## config.mk

```make
export PLATFORM = sky130hd
export DESIGN_NAME = changer_frame_receiver_core_flat
export DESIGN_NICKNAME = d
export VERILOG_FILES = /design/src/rtl/cfr_pkg.sv /design/src/rtl/cfr_if.sv /design/src/rtl/cfr_in_stage.sv /design/src/rtl/cfr_parser.sv /design/src/rtl/cfr_out_stage.sv /design/src/rtl/changer_frame_receiver_core.sv /design/src/flat_wrapper.sv
export SDC_FILE = /design/constraint.sdc
export NUM_CORES = 1
export LEC_CHECK = 0
export BUFFER_PORTS_ARGS = -buffer_cell sky130_fd_sc_hd__buf_2
export CORE_MARGIN = 2
export CORE_UTILIZATION = 60
export DETAILED_ROUTE_END_ITERATION = 12
export PLACE_DENSITY = 0.77
export SLEW_MARGIN = 5
export SYNTH_ARGS = -nofsm -noshare
export SYNTH_HDL_FRONTEND = slang
export SYNTH_SLANG_ARGS = --single-unit
```

## constraint.sdc

```tcl
create_clock -name clock -period 5.3 [get_ports clock]
set_input_delay 0.795 -clock clock [delete_from_list [all_inputs] [get_ports clock]]
set_output_delay 0.795 -clock clock [all_outputs]
set_load 0.02 [all_outputs]
```

## src/rtl/cfr_pkg.sv

```systemverilog
// ----------------------------------------------------------------------------
// cfr_pkg
// Shared constants and types for the changer frame receiver: byte codes,
// counter sizing, command codes and the result item layout.
// ----------------------------------------------------------------------------
package cfr_pkg;

   // receive buffer size in bytes (frame abandoned when the count reaches it)
   localparam int BUFFER_BYTES = 32;
   localparam int CNT_W        = $clog2(BUFFER_BYTES + 1);
   // compare width for declared length + 4 (8-bit length, 9-bit sum)
   localparam int CMP_W        = 9;

   localparam logic [7:0] ACK_BYTE    = 8'hC5;
   localparam logic [7:0] HEADER_BYTE = 8'h3D;

   localparam logic [7:0] OP_VERSION  = 8'h31;
   localparam logic [7:0] OP_PLAY     = 8'h13;
   localparam logic [7:0] OP_PAUSE    = 8'h1C;
   localparam logic [7:0] OP_STANDBY  = 8'h19;
   localparam logic [7:0] OP_DISC     = 8'h24;
   localparam logic [7:0] OP_NEXT     = 8'h17;
   localparam logic [7:0] OP_MODE     = 8'h2C;
   localparam logic [7:0] OP_PREV     = 8'h22;
   localparam logic [7:0] ARG_ONE     = 8'h01;
   localparam logic [7:0] ARG_TWO     = 8'h02;
   localparam logic [7:0] ARG_ENTER   = 8'hFF;
   localparam logic [7:0] ARG_EXIT    = 8'h00;

   localparam logic [7:0] LEN_ONE     = 8'd1;
   localparam logic [7:0] LEN_TWO     = 8'd2;
   localparam logic [7:0] LEN_THREE   = 8'd3;
   localparam logic [7:0] LEN_VERSION = 8'd7;

   // frame positions, counted from the header at zero
   localparam logic [CNT_W-1:0] POS_IDLE  = CNT_W'(0);
   localparam logic [CNT_W-1:0] POS_SEQ   = CNT_W'(1);
   localparam logic [CNT_W-1:0] POS_LEN   = CNT_W'(2);
   localparam logic [CNT_W-1:0] POS_HEAD0 = CNT_W'(3);
   localparam logic [CNT_W-1:0] POS_HEAD1 = CNT_W'(4);
   localparam logic [CNT_W-1:0] POS_HEAD2 = CNT_W'(5);
   localparam logic [CNT_W-1:0] POS_MIN_END = CNT_W'(4);
   localparam logic [CNT_W-1:0] POS_LIMIT = CNT_W'(BUFFER_BYTES);

   typedef enum logic [3:0] {
      CMD_NONE    = 4'd0,
      CMD_VERSION = 4'd1,
      CMD_PLAY    = 4'd2,
      CMD_PAUSE   = 4'd3,
      CMD_STANDBY = 4'd4,
      CMD_DISC    = 4'd5,
      CMD_NEXT    = 4'd6,
      CMD_PREV    = 4'd7,
      CMD_ENTER   = 4'd8,
      CMD_EXIT    = 4'd9
   } cmd_type;

   typedef struct packed {
      logic       ack_seen;
      logic       frame_done;
      logic       frame_good;
      logic       frame_abandoned;
      cmd_type    command_code;
      logic [7:0] frame_sequence;
      logic [4:0] frame_length;
   } rsp_type;

endpackage

```

## src/rtl/cfr_if.sv

```systemverilog
// ----------------------------------------------------------------------------
// cfr_if
// Valid/ready channels of the changer frame receiver: received bytes in,
// per-byte status items out.
// ----------------------------------------------------------------------------
interface cfr_req_if;
   logic       valid;
   logic       ready;
   logic [7:0] rx_byte;

   modport source (output valid, output rx_byte, input ready);
   modport sink   (input valid, input rx_byte, output ready);
endinterface

interface cfr_rsp_if;
   logic       valid;
   logic       ready;
   logic       ack_seen;
   logic       frame_done;
   logic       frame_good;
   logic       frame_abandoned;
   logic [3:0] command_code;
   logic [7:0] frame_sequence;
   logic [4:0] frame_length;

   modport source (output valid, output ack_seen, output frame_done, output frame_good,
                   output frame_abandoned, output command_code, output frame_sequence,
                   output frame_length, input ready);
   modport sink   (input valid, input ack_seen, input frame_done, input frame_good,
                   input frame_abandoned, input command_code, input frame_sequence,
                   input frame_length, output ready);
endinterface

```

## src/rtl/cfr_in_stage.sv

```systemverilog
// ----------------------------------------------------------------------------
// cfr_in_stage
// Input register: captures one received byte and holds it until the parser
// takes it.
// ----------------------------------------------------------------------------
module cfr_in_stage (
   input  logic       clock,
   input  logic       reset,
   cfr_req_if.sink    req,
   input  logic       take,
   output logic       byte_valid,
   output logic [7:0] byte_data
);
   logic       valid_ff;
   logic       valid_in;
   logic [7:0] data_ff;
   logic [7:0] data_in;
   logic       load;

   assign req.ready = !valid_ff || take;
   assign load      = req.valid && req.ready;

   always_comb begin
      valid_in = valid_ff;
      data_in  = data_ff;
      if (load) begin
         valid_in = 1'b1;
         data_in  = req.rx_byte;
      end else if (take) begin
         valid_in = 1'b0;
      end
   end

   always_ff @(posedge clock) begin
      if (reset) begin
         valid_ff <= 1'b0;
      end else begin
         valid_ff <= valid_in;
      end
      data_ff <= data_in;
   end

   assign byte_valid = valid_ff;
   assign byte_data  = data_ff;
endmodule

```

## src/rtl/cfr_parser.sv

```systemverilog
// ----------------------------------------------------------------------------
// cfr_parser
// Frame state and per-byte decode: header hunt, sequence and length capture,
// running XOR, completion, checksum test, command decode and overflow drop.
// ----------------------------------------------------------------------------
module cfr_parser (
   input  logic            clock,
   input  logic            reset,
   input  logic            step,
   input  logic [7:0]      byte_data,
   output cfr_pkg::rsp_type result
);
   import cfr_pkg::*;

   logic [CNT_W-1:0] count_ff;
   logic [CNT_W-1:0] count_in;
   logic [CNT_W-1:0] count_step;
   logic [7:0]       xor_ff;
   logic [7:0]       xor_in;
   logic [7:0]       seq_ff;
   logic [7:0]       seq_in;
   logic [7:0]       len_ff;
   logic [7:0]       len_in;
   logic [7:0]       head_ff [3];
   logic [7:0]       head_in [3];
   logic             at_end;
   rsp_type          res;

   function automatic cmd_type decode_cmd(input logic [7:0] len, input logic [7:0] p0,
                                          input logic [7:0] p1, input logic [7:0] p2);
      cmd_type cmd;
      cmd = CMD_NONE;
      case (len)
         LEN_VERSION: if (p0 == OP_VERSION) cmd = CMD_VERSION;
         LEN_ONE: begin
            if (p0 == OP_PLAY)         cmd = CMD_PLAY;
            else if (p0 == OP_PAUSE)   cmd = CMD_PAUSE;
            else if (p0 == OP_STANDBY) cmd = CMD_STANDBY;
            else if (p0 == OP_DISC)    cmd = CMD_DISC;
         end
         LEN_TWO: begin
            if (p0 == OP_NEXT && p1 == ARG_ONE)        cmd = CMD_NEXT;
            else if (p0 == OP_MODE && p1 == ARG_ENTER) cmd = CMD_ENTER;
            else if (p0 == OP_MODE && p1 == ARG_EXIT)  cmd = CMD_EXIT;
         end
         LEN_THREE: begin
            if (p0 == OP_PREV && p1 == ARG_ONE && p2 == ARG_TWO) cmd = CMD_PREV;
         end
         default: cmd = CMD_NONE;
      endcase
      return cmd;
   endfunction

   assign count_step = count_ff + CNT_W'(1);
   // the length register is settled by the time a frame can end
   assign at_end = (count_step >= POS_MIN_END) &&
                   (CMP_W'(count_step) == ({1'b0, len_ff} + CMP_W'(4)));

   always_comb begin
      res      = '0;
      count_in = count_ff;
      xor_in   = xor_ff;
      seq_in   = seq_ff;
      len_in   = len_ff;
      head_in  = head_ff;
      if (count_ff == POS_IDLE) begin
         if (byte_data == ACK_BYTE) begin
            res.ack_seen = 1'b1;
         end else if (byte_data == HEADER_BYTE) begin
            count_in = POS_SEQ;
            xor_in   = byte_data;
         end
      end else begin
         unique case (count_ff)
            POS_SEQ:   seq_in     = byte_data;
            POS_LEN:   len_in     = byte_data;
            POS_HEAD0: head_in[0] = byte_data;
            POS_HEAD1: head_in[1] = byte_data;
            POS_HEAD2: head_in[2] = byte_data;
            default: ;
         endcase
         count_in = count_step;
         if (at_end) begin
            res.frame_done     = 1'b1;
            res.frame_sequence = seq_ff;
            res.frame_length   = len_ff[4:0];
            if (byte_data == xor_ff) begin
               res.frame_good   = 1'b1;
               res.command_code = decode_cmd(len_ff, head_ff[0], head_ff[1], head_ff[2]);
            end
            count_in = POS_IDLE;
            xor_in   = '0;
         end else begin
            xor_in = xor_ff ^ byte_data;
         end
      end
      // drop a frame that would overrun the buffer
      if (count_in >= POS_LIMIT) begin
         res.frame_abandoned = 1'b1;
         count_in            = POS_IDLE;
         xor_in              = '0;
      end
   end

   always_ff @(posedge clock) begin
      if (reset) begin
         count_ff <= POS_IDLE;
         xor_ff   <= '0;
      end else if (step) begin
         count_ff <= count_in;
         xor_ff   <= xor_in;
      end
      if (step) begin
         seq_ff  <= seq_in;
         len_ff  <= len_in;
         head_ff <= head_in;
      end
   end

   assign result = res;
endmodule

```

## src/rtl/cfr_out_stage.sv

```systemverilog
// ----------------------------------------------------------------------------
// cfr_out_stage
// Result register: holds one status item until the consumer takes it.
// ----------------------------------------------------------------------------
module cfr_out_stage (
   input  logic            clock,
   input  logic            reset,
   input  logic            load,
   input  cfr_pkg::rsp_type result,
   output logic            room,
   cfr_rsp_if.source       rsp
);
   import cfr_pkg::*;

   logic    valid_ff;
   logic    valid_in;
   rsp_type data_ff;
   rsp_type data_in;

   assign room = !valid_ff || rsp.ready;

   always_comb begin
      valid_in = valid_ff;
      data_in  = data_ff;
      if (load) begin
         valid_in = 1'b1;
         data_in  = result;
      end else if (rsp.ready) begin
         valid_in = 1'b0;
      end
   end

   always_ff @(posedge clock) begin
      if (reset) begin
         valid_ff <= 1'b0;
      end else begin
         valid_ff <= valid_in;
      end
      data_ff <= data_in;
   end

   assign rsp.valid           = valid_ff;
   assign rsp.ack_seen        = data_ff.ack_seen;
   assign rsp.frame_done      = data_ff.frame_done;
   assign rsp.frame_good      = data_ff.frame_good;
   assign rsp.frame_abandoned = data_ff.frame_abandoned;
   assign rsp.command_code    = 4'(data_ff.command_code);
   assign rsp.frame_sequence  = data_ff.frame_sequence;
   assign rsp.frame_length    = data_ff.frame_length;
endmodule

```

## src/rtl/changer_frame_receiver_core.sv

```systemverilog
// ----------------------------------------------------------------------------
// changer_frame_receiver_core
// Serial frame receiver for a disc changer link: one status item per byte.
//
//   channel  direction  payload                                   handshake
//   req_ch   in         rx_byte[7:0]                              valid/ready
//   rsp_ch   out        ack_seen, frame_done, frame_good,         valid/ready
//                       frame_abandoned, command_code[3:0],
//                       frame_sequence[7:0], frame_length[4:0]
//
// One byte per cycle sustained while rsp_ch takes results; an accepted byte is
// loaded into the input register and then parsed into the result register.
// The frame counter and running XOR update in the cycle a byte is parsed.
// Reset is synchronous and clears the frame counter, XOR and valid flags.
// A stalled result holds the parser; the input register then fills and
// req_ch.ready drops.
// ----------------------------------------------------------------------------
module changer_frame_receiver_core (
   input  logic      clock,
   input  logic      reset,
   cfr_req_if.sink   req_ch,
   cfr_rsp_if.source rsp_ch
);
   import cfr_pkg::*;

   logic       byte_valid;
   logic [7:0] byte_data;
   logic       room;
   logic       step;
   rsp_type    result;

   assign step = byte_valid && room;

   cfr_in_stage u_in (
      .clock      (clock),
      .reset      (reset),
      .req        (req_ch),
      .take       (step),
      .byte_valid (byte_valid),
      .byte_data  (byte_data)
   );

   cfr_parser u_parser (
      .clock     (clock),
      .reset     (reset),
      .step      (step),
      .byte_data (byte_data),
      .result    (result)
   );

   cfr_out_stage u_out (
      .clock  (clock),
      .reset  (reset),
      .load   (step),
      .result (result),
      .room   (room),
      .rsp    (rsp_ch)
   );

   // a parsed byte always lands in the result register
   a_step_lands: assert property (@(posedge clock) disable iff (reset)
      step |=> rsp_ch.valid)
      else $error("parsed byte did not produce a result");

   a_good_is_done: assert property (@(posedge clock) disable iff (reset)
      (rsp_ch.valid && rsp_ch.frame_good) |-> rsp_ch.frame_done)
      else $error("good frame without completion");

   a_cmd_needs_good: assert property (@(posedge clock) disable iff (reset)
      (rsp_ch.valid && rsp_ch.command_code != 4'(CMD_NONE)) |-> rsp_ch.frame_good)
      else $error("command decoded from a bad frame");

   a_fields_idle: assert property (@(posedge clock) disable iff (reset)
      (rsp_ch.valid && !rsp_ch.frame_done) |->
         (rsp_ch.frame_sequence == 8'd0 && rsp_ch.frame_length == 5'd0))
      else $error("frame fields set without a completed frame");

   a_exclusive: assert property (@(posedge clock) disable iff (reset)
      rsp_ch.valid |-> !(rsp_ch.ack_seen && (rsp_ch.frame_done || rsp_ch.frame_abandoned)))
      else $error("acknowledge reported inside a frame");
endmodule
```

## src/flat_wrapper.sv

```systemverilog
// flat-port wrapper written by rule: the top's interface ports become plain ports
module changer_frame_receiver_core_flat import cfr_pkg::*;
  (clock, reset, req_ch_valid, req_ch_rx_byte, req_ch_ready, rsp_ch_valid, rsp_ch_ack_seen, rsp_ch_frame_done, rsp_ch_frame_good, rsp_ch_frame_abandoned, rsp_ch_command_code, rsp_ch_frame_sequence, rsp_ch_frame_length, rsp_ch_ready);
  cfr_req_if req_ch_i ();
  cfr_rsp_if rsp_ch_i ();
  input  logic clock;
  input  logic reset;
  input wire logic [$bits(req_ch_i.valid)-1:0] req_ch_valid;
  input wire logic [$bits(req_ch_i.rx_byte)-1:0] req_ch_rx_byte;
  output wire logic [$bits(req_ch_i.ready)-1:0] req_ch_ready;
  output wire logic [$bits(rsp_ch_i.valid)-1:0] rsp_ch_valid;
  output wire logic [$bits(rsp_ch_i.ack_seen)-1:0] rsp_ch_ack_seen;
  output wire logic [$bits(rsp_ch_i.frame_done)-1:0] rsp_ch_frame_done;
  output wire logic [$bits(rsp_ch_i.frame_good)-1:0] rsp_ch_frame_good;
  output wire logic [$bits(rsp_ch_i.frame_abandoned)-1:0] rsp_ch_frame_abandoned;
  output wire logic [$bits(rsp_ch_i.command_code)-1:0] rsp_ch_command_code;
  output wire logic [$bits(rsp_ch_i.frame_sequence)-1:0] rsp_ch_frame_sequence;
  output wire logic [$bits(rsp_ch_i.frame_length)-1:0] rsp_ch_frame_length;
  input wire logic [$bits(rsp_ch_i.ready)-1:0] rsp_ch_ready;
  assign req_ch_i.valid = req_ch_valid;
  assign req_ch_i.rx_byte = req_ch_rx_byte;
  assign req_ch_ready = req_ch_i.ready;
  assign rsp_ch_valid = rsp_ch_i.valid;
  assign rsp_ch_ack_seen = rsp_ch_i.ack_seen;
  assign rsp_ch_frame_done = rsp_ch_i.frame_done;
  assign rsp_ch_frame_good = rsp_ch_i.frame_good;
  assign rsp_ch_frame_abandoned = rsp_ch_i.frame_abandoned;
  assign rsp_ch_command_code = rsp_ch_i.command_code;
  assign rsp_ch_frame_sequence = rsp_ch_i.frame_sequence;
  assign rsp_ch_frame_length = rsp_ch_i.frame_length;
  assign rsp_ch_i.ready = rsp_ch_ready;
  changer_frame_receiver_core u_core (.clock(clock), .reset(reset), .req_ch(req_ch_i), .rsp_ch(rsp_ch_i));
endmodule
```

-- Yosys cells after proc, flatten, opt, wreduce, memory -nomap -nowiden
Index checks and enable logic that the tools add are counted.
- $add $sub $neg: 2
- magnitude comparators: 2
- equal/unequal tests: 26
- muxes and demuxes: 28
- bitwise gates (word level): 4
- reduce and logical (&&, ||, !) cells: 24
- operators by type and width (cell ; number):
    8-bit by 6-bit == test with 1-bit output (second input constant) ; 5
    8-bit 2-to-1 mux ; 5
    8-bit by 5-bit == test with 1-bit output (second input constant) ; 4
    6-bit 2-to-1 mux ; 5
    8-bit by 2-bit == test with 1-bit output (second input constant) ; 3
    3-bit AND reduction ; 6
    8-bit by 1-bit == test with 1-bit output (second input constant) ; 2
    8-bit == test (second input constant) ; 2
    4-bit one-hot mux with 4 select lines ; 1
    3-bit 2-to-1 mux ; 5
    6-bit by 2-bit == test with 1-bit output (second input constant) ; 2
    6-bit by 3-bit == test with 1-bit output (second input constant) ; 2
    4-bit 2-to-1 mux ; 3
    8-bit by 3-bit adder with 9-bit output (second input constant) ; 1
    6-bit by 9-bit == test with 1-bit output ; 1
    8-bit by 3-bit == test with 1-bit output (second input constant) ; 1
    8-bit == test ; 1
    1-bit logical AND ; 8
    8-bit zero test ; 1
    1-bit 2-to-1 mux ; 8
    8-bit bitwise XOR ; 1
    6-bit by 1-bit adder with 6-bit output (second input constant) ; 1
    6-bit by 1-bit == test with 1-bit output (second input constant) ; 1
    6-bit by 3-bit >= comparator with 1-bit output (second input constant) ; 1
    other kinds (11) ; 16
- flip-flop bits (word level): 85
- output and inout bits: 23
- logic and storage cells: 103

-- Depth between registers and ports, before layout
- depth after elaboration: 8
- mapped depth: 10
- mapped depth without buffers: 8

-- By module
Synthesis repeated with hierarchy kept, for this count alone.
- cell total of the unflattened synthesis: 293
- area total of the unflattened synthesis: 3866.2 µm²
- by module, submodules not included (module ; times used ; cells an instance ; area an instance (µm²) ; seq. area each (µm²)):
    cfr_parser ; 1 ; 254 ; 2887.8 ; 1481.4
    cfr_out_stage ; 1 ; 25 ; 676.9 ; 650.6
    cfr_in_stage ; 1 ; 13 ; 295.3 ; 260.2
    changer_frame_receiver_core ; 1 ; 1 ; 6.3 ; 0.0

-- Worst setup path after synthesis
Ideal clock, no wire load.
- kind: input to register
- from: input rsp_ch_ready
- to: register u_core.u_parser.head_ff[16] (netlist bit), enable pin
- arrival: 2.514 ns
- required time: 5.023 ns
- slack: 2.509 ns
- cell stages on the path: 6
- path buffers: 0
- cells stage by stage: nor2b_1 nand2b_1 clkinv_1 and2_1 nor3b_1 and2_1
- word-level cells in the longest chain between the ends: 3
- RTL lines (element ; line ; source):
    from (decl) ; flat_wrapper.sv:19 ; input wire logic [$bits(rsp_ch_i.ready)-1:0] rsp_ch_ready;
    1-bit logical OR ; cfr_out_stage.sv:20 ; assign room = !valid_ff || rsp.ready;
    1-bit logical AND ; changer_frame_receiver_core.sv:32 ; assign step = byte_valid && room;
    via u_core.step ; changer_frame_receiver_core.sv:29 ; logic step;
    3-bit AND reduction (no source line) ; n/a ;
    to (signal assigned) ; cfr_parser.sv:116 ; head_ff <= head_in;
    to (decl) ; cfr_parser.sv:24 ; logic [7:0] head_ff [3];
The timed path passes the listed nets, and every way through them passes these cells.
A chain may end at the register's enable or synchronous reset.

-- Final worst setup path
- from: input rsp_ch_ready
- to: register u_core.u_parser.xor_ff[0]
- word-level cells in the longest chain between the ends: 3
- RTL lines (element ; line ; source):
    1-bit logical OR ; cfr_out_stage.sv:20 ;
    1-bit logical AND ; changer_frame_receiver_core.sv:32 ;
    via u_core.step ; changer_frame_receiver_core.sv:29 ;
    3-bit AND reduction (no source line) ; n/a ;
    to (signal assigned) ; cfr_parser.sv:111 ; xor_ff <= xor_in;
    to (decl) ; cfr_parser.sv:18 ; logic [7:0] xor_ff;
The timed path passes the listed nets, and every way through them passes these cells.

==> results by group <==
Run status
  • Status: completed

Setup path
  • RR Startpoint: u_core.u_parser.len_ff[2]$_DFFE_PP_
  • Max FO, Critical Path: 28
  • Reg2Reg Setup Slack: 2.44 ns
  • Worst Reg-to-Reg Cells: 7
  • Setup CP Type: in -> reg
  • Worst endpoint data arrival time: 3.23 ns
  • Endpoint class of the critical path: flop
  • Reg-to-reg endpoint: u_core.u_out.rsp.command_code[3]$_SDFFCE_PP0P_
  • Req. time, crit path: 5.53 ns
  • Worst setup SP type: primary input

Clock network
  • Clk buf depth: 2
  • Root Driver: clkbuf_8
  • Clock tree sinks: 85
  • Post-CTS Setup Repair Bufs: 0
  • TritonCTS buffer count: 9
  • Clock latency at the later pin of the worst-skew pair: 0.36 ns
  • Cts repair resizes: 0
  • Reg clk slew, reported paths: 0.08 ns
  • CTS tree: built
  • Hold Buf Count CTS: 0
  • H-tree depth: 3

Yosys
  • Post-synthesis cell area: 3915 um^2
  • Post-synth top area cell: edfxtp_1
  • Post-synth EDFFs: 69
  • Syn_nets: 331
  • Netlist cell types: 55
  • Synth Instances: 312
  • Register bit total from synthesis: 85
  • Post-synthesis sequential area ratio: 0.6111
  • Post-synth ARST share: 0
  • Dominant synthesized flop cell: edfxtp_1
  • Most instantiated cells after synthesis: edfxtp_1, nand2_1, nor2_1, and2_1, inv_1
  • Area share of the largest cell type after synthesis: 0.5292
  • Yosys warning count: 0
  • Synth top area cells: edfxtp_1, dfxtp_1, and2_1
  • Count leader, synth: edfxtp_1
  • Avg Synthesized Cell Area: 12.55 um^2

Layout
  • Net count, final: 369
  • Share of cells above drive strength 1: 0.1718
  • Storage cell area: 2392 um^2
  • Synth-to-Final Area Change: 10.58%
  • Fillers: 457
  • Multi-input logic area: 1408 um^2
  • Antenna cell count: 0

Drt
  • DR iter-0 viols: 169
  • Drt wl/cell: 16.95 um
  • Via density: 5.949
  • Via count: 2,570
  • Antenna Violating Nets Remaining: 0
  • DRC Markers: 0
  • WL final: 7.324 mm
  • First-pass detailed-route iteration total: 4

STA
  • Final Hold Viols: 0
  • Setup TNS: 0 ns
  • Final slew viol count: 0
  • Worst slew margin: 0.3566
  • Endpoints failing setup: 0
  • Clock skew: 0.007843 ns
  • RSZ-0062 raised after global routing: false
  • Tmin final: 3.003 ns
  • Fmax: 0.3330 GHz
  • Actual slew at the worst max-slew pin: 0.9591 ns
  • Period utilisation layout: 0.5667

Global route
  • First-pass GRT wire length: 12.17 mm
  • GR Util met1: 0.2969
  • Largest net degree at the start of global routing: 29
  • Vias in the first global route: 2,450
  • Most used routing layer: met2
  • Routing usage on met3: 0.04130
  • Tot GR Track Use: 0.2219
  • Grt ovf: 0
  • Antenna violations before repair: 0
  • Met2 Use GR: 0.3515

Job
  • Max_cap viols: 0

Pwr
  • P_sw: 0.0002693 W
  • Worst VDD drop: 0.1999 mV
  • Sw frac: 0.2193
  • Leak: 1.592 nW
  • Total power: 0.001228 W
  • Reg power frac: 0.605
  • Cell Pwr Density: 283.7 nW/um^2
  • Clock power share: 0.366
  • Combinational Power Share: 0.029
  • Internal power: 0.0009587 W

Hold path
  • Hold Path Class: reg -> reg
  • Hold path cells: 2
  • Hold Crit Start: u_core.u_in.byte_valid$_SDFFE_PP0P_
  • Endpoint, Worst Hold: u_core.u_out.rsp.valid$_SDFFE_PP0P_

Floorplan
  • Initial Util: 0.6201
  • Row cnt: 29
  • IO Pins: 35
  • Die area: 7187 um^2
  • Area of the core: 6314 um^2
  • Die width: 84.78 um
  • Die Y: 84.78 um

Placed design
  • IO buf count: 34
  • Routability Congestion: 0.8996
  • Final HPWL from detailed placement: 4.875 mm
## kinds of logic (layout without fill, tap and decap cells)
group / after synthesis / after routing / synth area share
adder cells (fa/ha/maj): 7 / 7 / 0.02237
flip-flops: 85 / 85 / 0.6111
XOR/XNOR: 17 / 17 / 0.04506
buffers and inverters: 26 / 69 / 0.02940
AO/OA/AOI/OAI: 47 / 47 / 0.09460
AND/OR/NAND/NOR: 130 / 130 / 0.1975
## critical path, cell delays in order
cell      delay, ns
buf_2          0.09
nor2b_1        0.19
nand2b_1       0.25
clkinv_1       0.79
o211ai_2       0.51
nor2_1         0.24
a31oi_1        0.21
o221ai_1       0.15
## worst max path at each step
stage | startpoint | endpoint | slack, ns | cells after the start
after floorplan | rsp_ch_ready | u_core.u_parser.head_ff[16]$_DFFE_PP_ | 2.51 | 6
after global placement | rsp_ch_ready | u_core.u_parser.seq_ff[0]$_DFFE_PP_ | 2.08 | 7
after detailed placement | rsp_ch_ready | u_core.u_parser.xor_ff[7]$_SDFFE_PP0P_ | 1.96 | 8
after CTS | rsp_ch_ready | u_core.u_parser.xor_ff[0]$_SDFFE_PP0P_ | 2.32 | 8
after global routing | rsp_ch_ready | u_core.u_parser.xor_ff[5]$_SDFFE_PP0P_ | 2.04 | 8
final | rsp_ch_ready | u_core.u_parser.xor_ff[0]$_SDFFE_PP0P_ | 2.30 | 8
## power groups by stage
stage               Combinational (W)  Sequential (W)  Clock [W]
detailed placement          0.0000358        0.000759          0
floorplan                   0.0000152        0.000761          0
global placement            0.0000349        0.000758          0
CTS                         0.0000360        0.000743   0.000452
finish                      0.0000358        0.000743   0.000449
global route                0.0000390        0.000745   0.000484
## cells in the final DEF, fill, tap and decap left out, drive strengths merged, types with 2 or more instances in the layout
master / count
xnor2: 3
o211ai: 2
nand3b: 3
and3b: 3
a31oi: 15
nand4b: 7
clkinv: 4
nor2b: 6
a21oi: 6
inv: 18
ha: 7
buf: 34
o21ai: 5
nor2: 23
clkbuf: 10
dfxtp: 16
nand3: 9
nand4: 5
nor4b: 2
a21boi: 2
edfxtp: 69
nor4: 6
nand2: 25
xor2: 12
and2: 20
nor3b: 3
xnor3: 2
o221ai: 9
or4: 2
nor3: 7
clkinvlp: 2
and3: 5
## stage by stage
stage	util	cell area (um^2)	hold slack (ns)	instances	setup WS, ns
5_1_grt	0.6857	4329	0.5465	432	2.040
4_1_cts	0.6857	4329	0.5191	432	2.318
6_report	0.6857	4329	0.5140	432	2.297
3_3_place_gp	0.6554	4138	0.5048	416	2.078
3_5_place_dp	0.6554	4138	0.5074	416	1.959
2_1_floorplan	-	3915	0.4743	312	2.509
## cell type report
| type | count | area share |
|---|---|---|
| timing repair buffer | 34 | 0.03931 |
| multi-input combinational | 201 | 0.3251 |
| clock buffer | 10 | 0.02948 |
| clock inverter | 6 | 0.01474 |
| sequential | 85 | 0.5526 |
| inverter | 19 | 0.01647 |
| tap | 77 | 0.02225 |
## routing by layer
layer  routed length [um]  part of all wire  vias up
li1                     -                 -     1245
met1                 3331              0.45     1236
met2                 3464              0.47       80
met3                  390             0.053        9
met4                  137             0.019        0
met5                    0                 0        -
## state kept, by name (all words and copies together) (netlist names)
signal,cells
u_core.u_parser.seq_ff,8
u_core.u_parser.len_ff,8
u_core.u_in.byte_data,8
u_core.u_in.byte_valid,1
u_core.u_out.rsp.frame_good,1
u_core.u_parser.count_ff,6
u_core.u_out.rsp.valid,1
u_core.u_parser.xor_ff,8
u_core.u_out.rsp.frame_done,1
u_core.u_out.rsp.frame_length,5
u_core.u_out.rsp.frame_sequence,8
u_core.u_out.rsp.frame_abandoned,1
u_core.u_out.rsp.ack_seen,1
u_core.u_out.rsp.command_code,4
u_core.u_parser.head_ff,24
No activity file was read; power rests on OpenSTA's default activity.
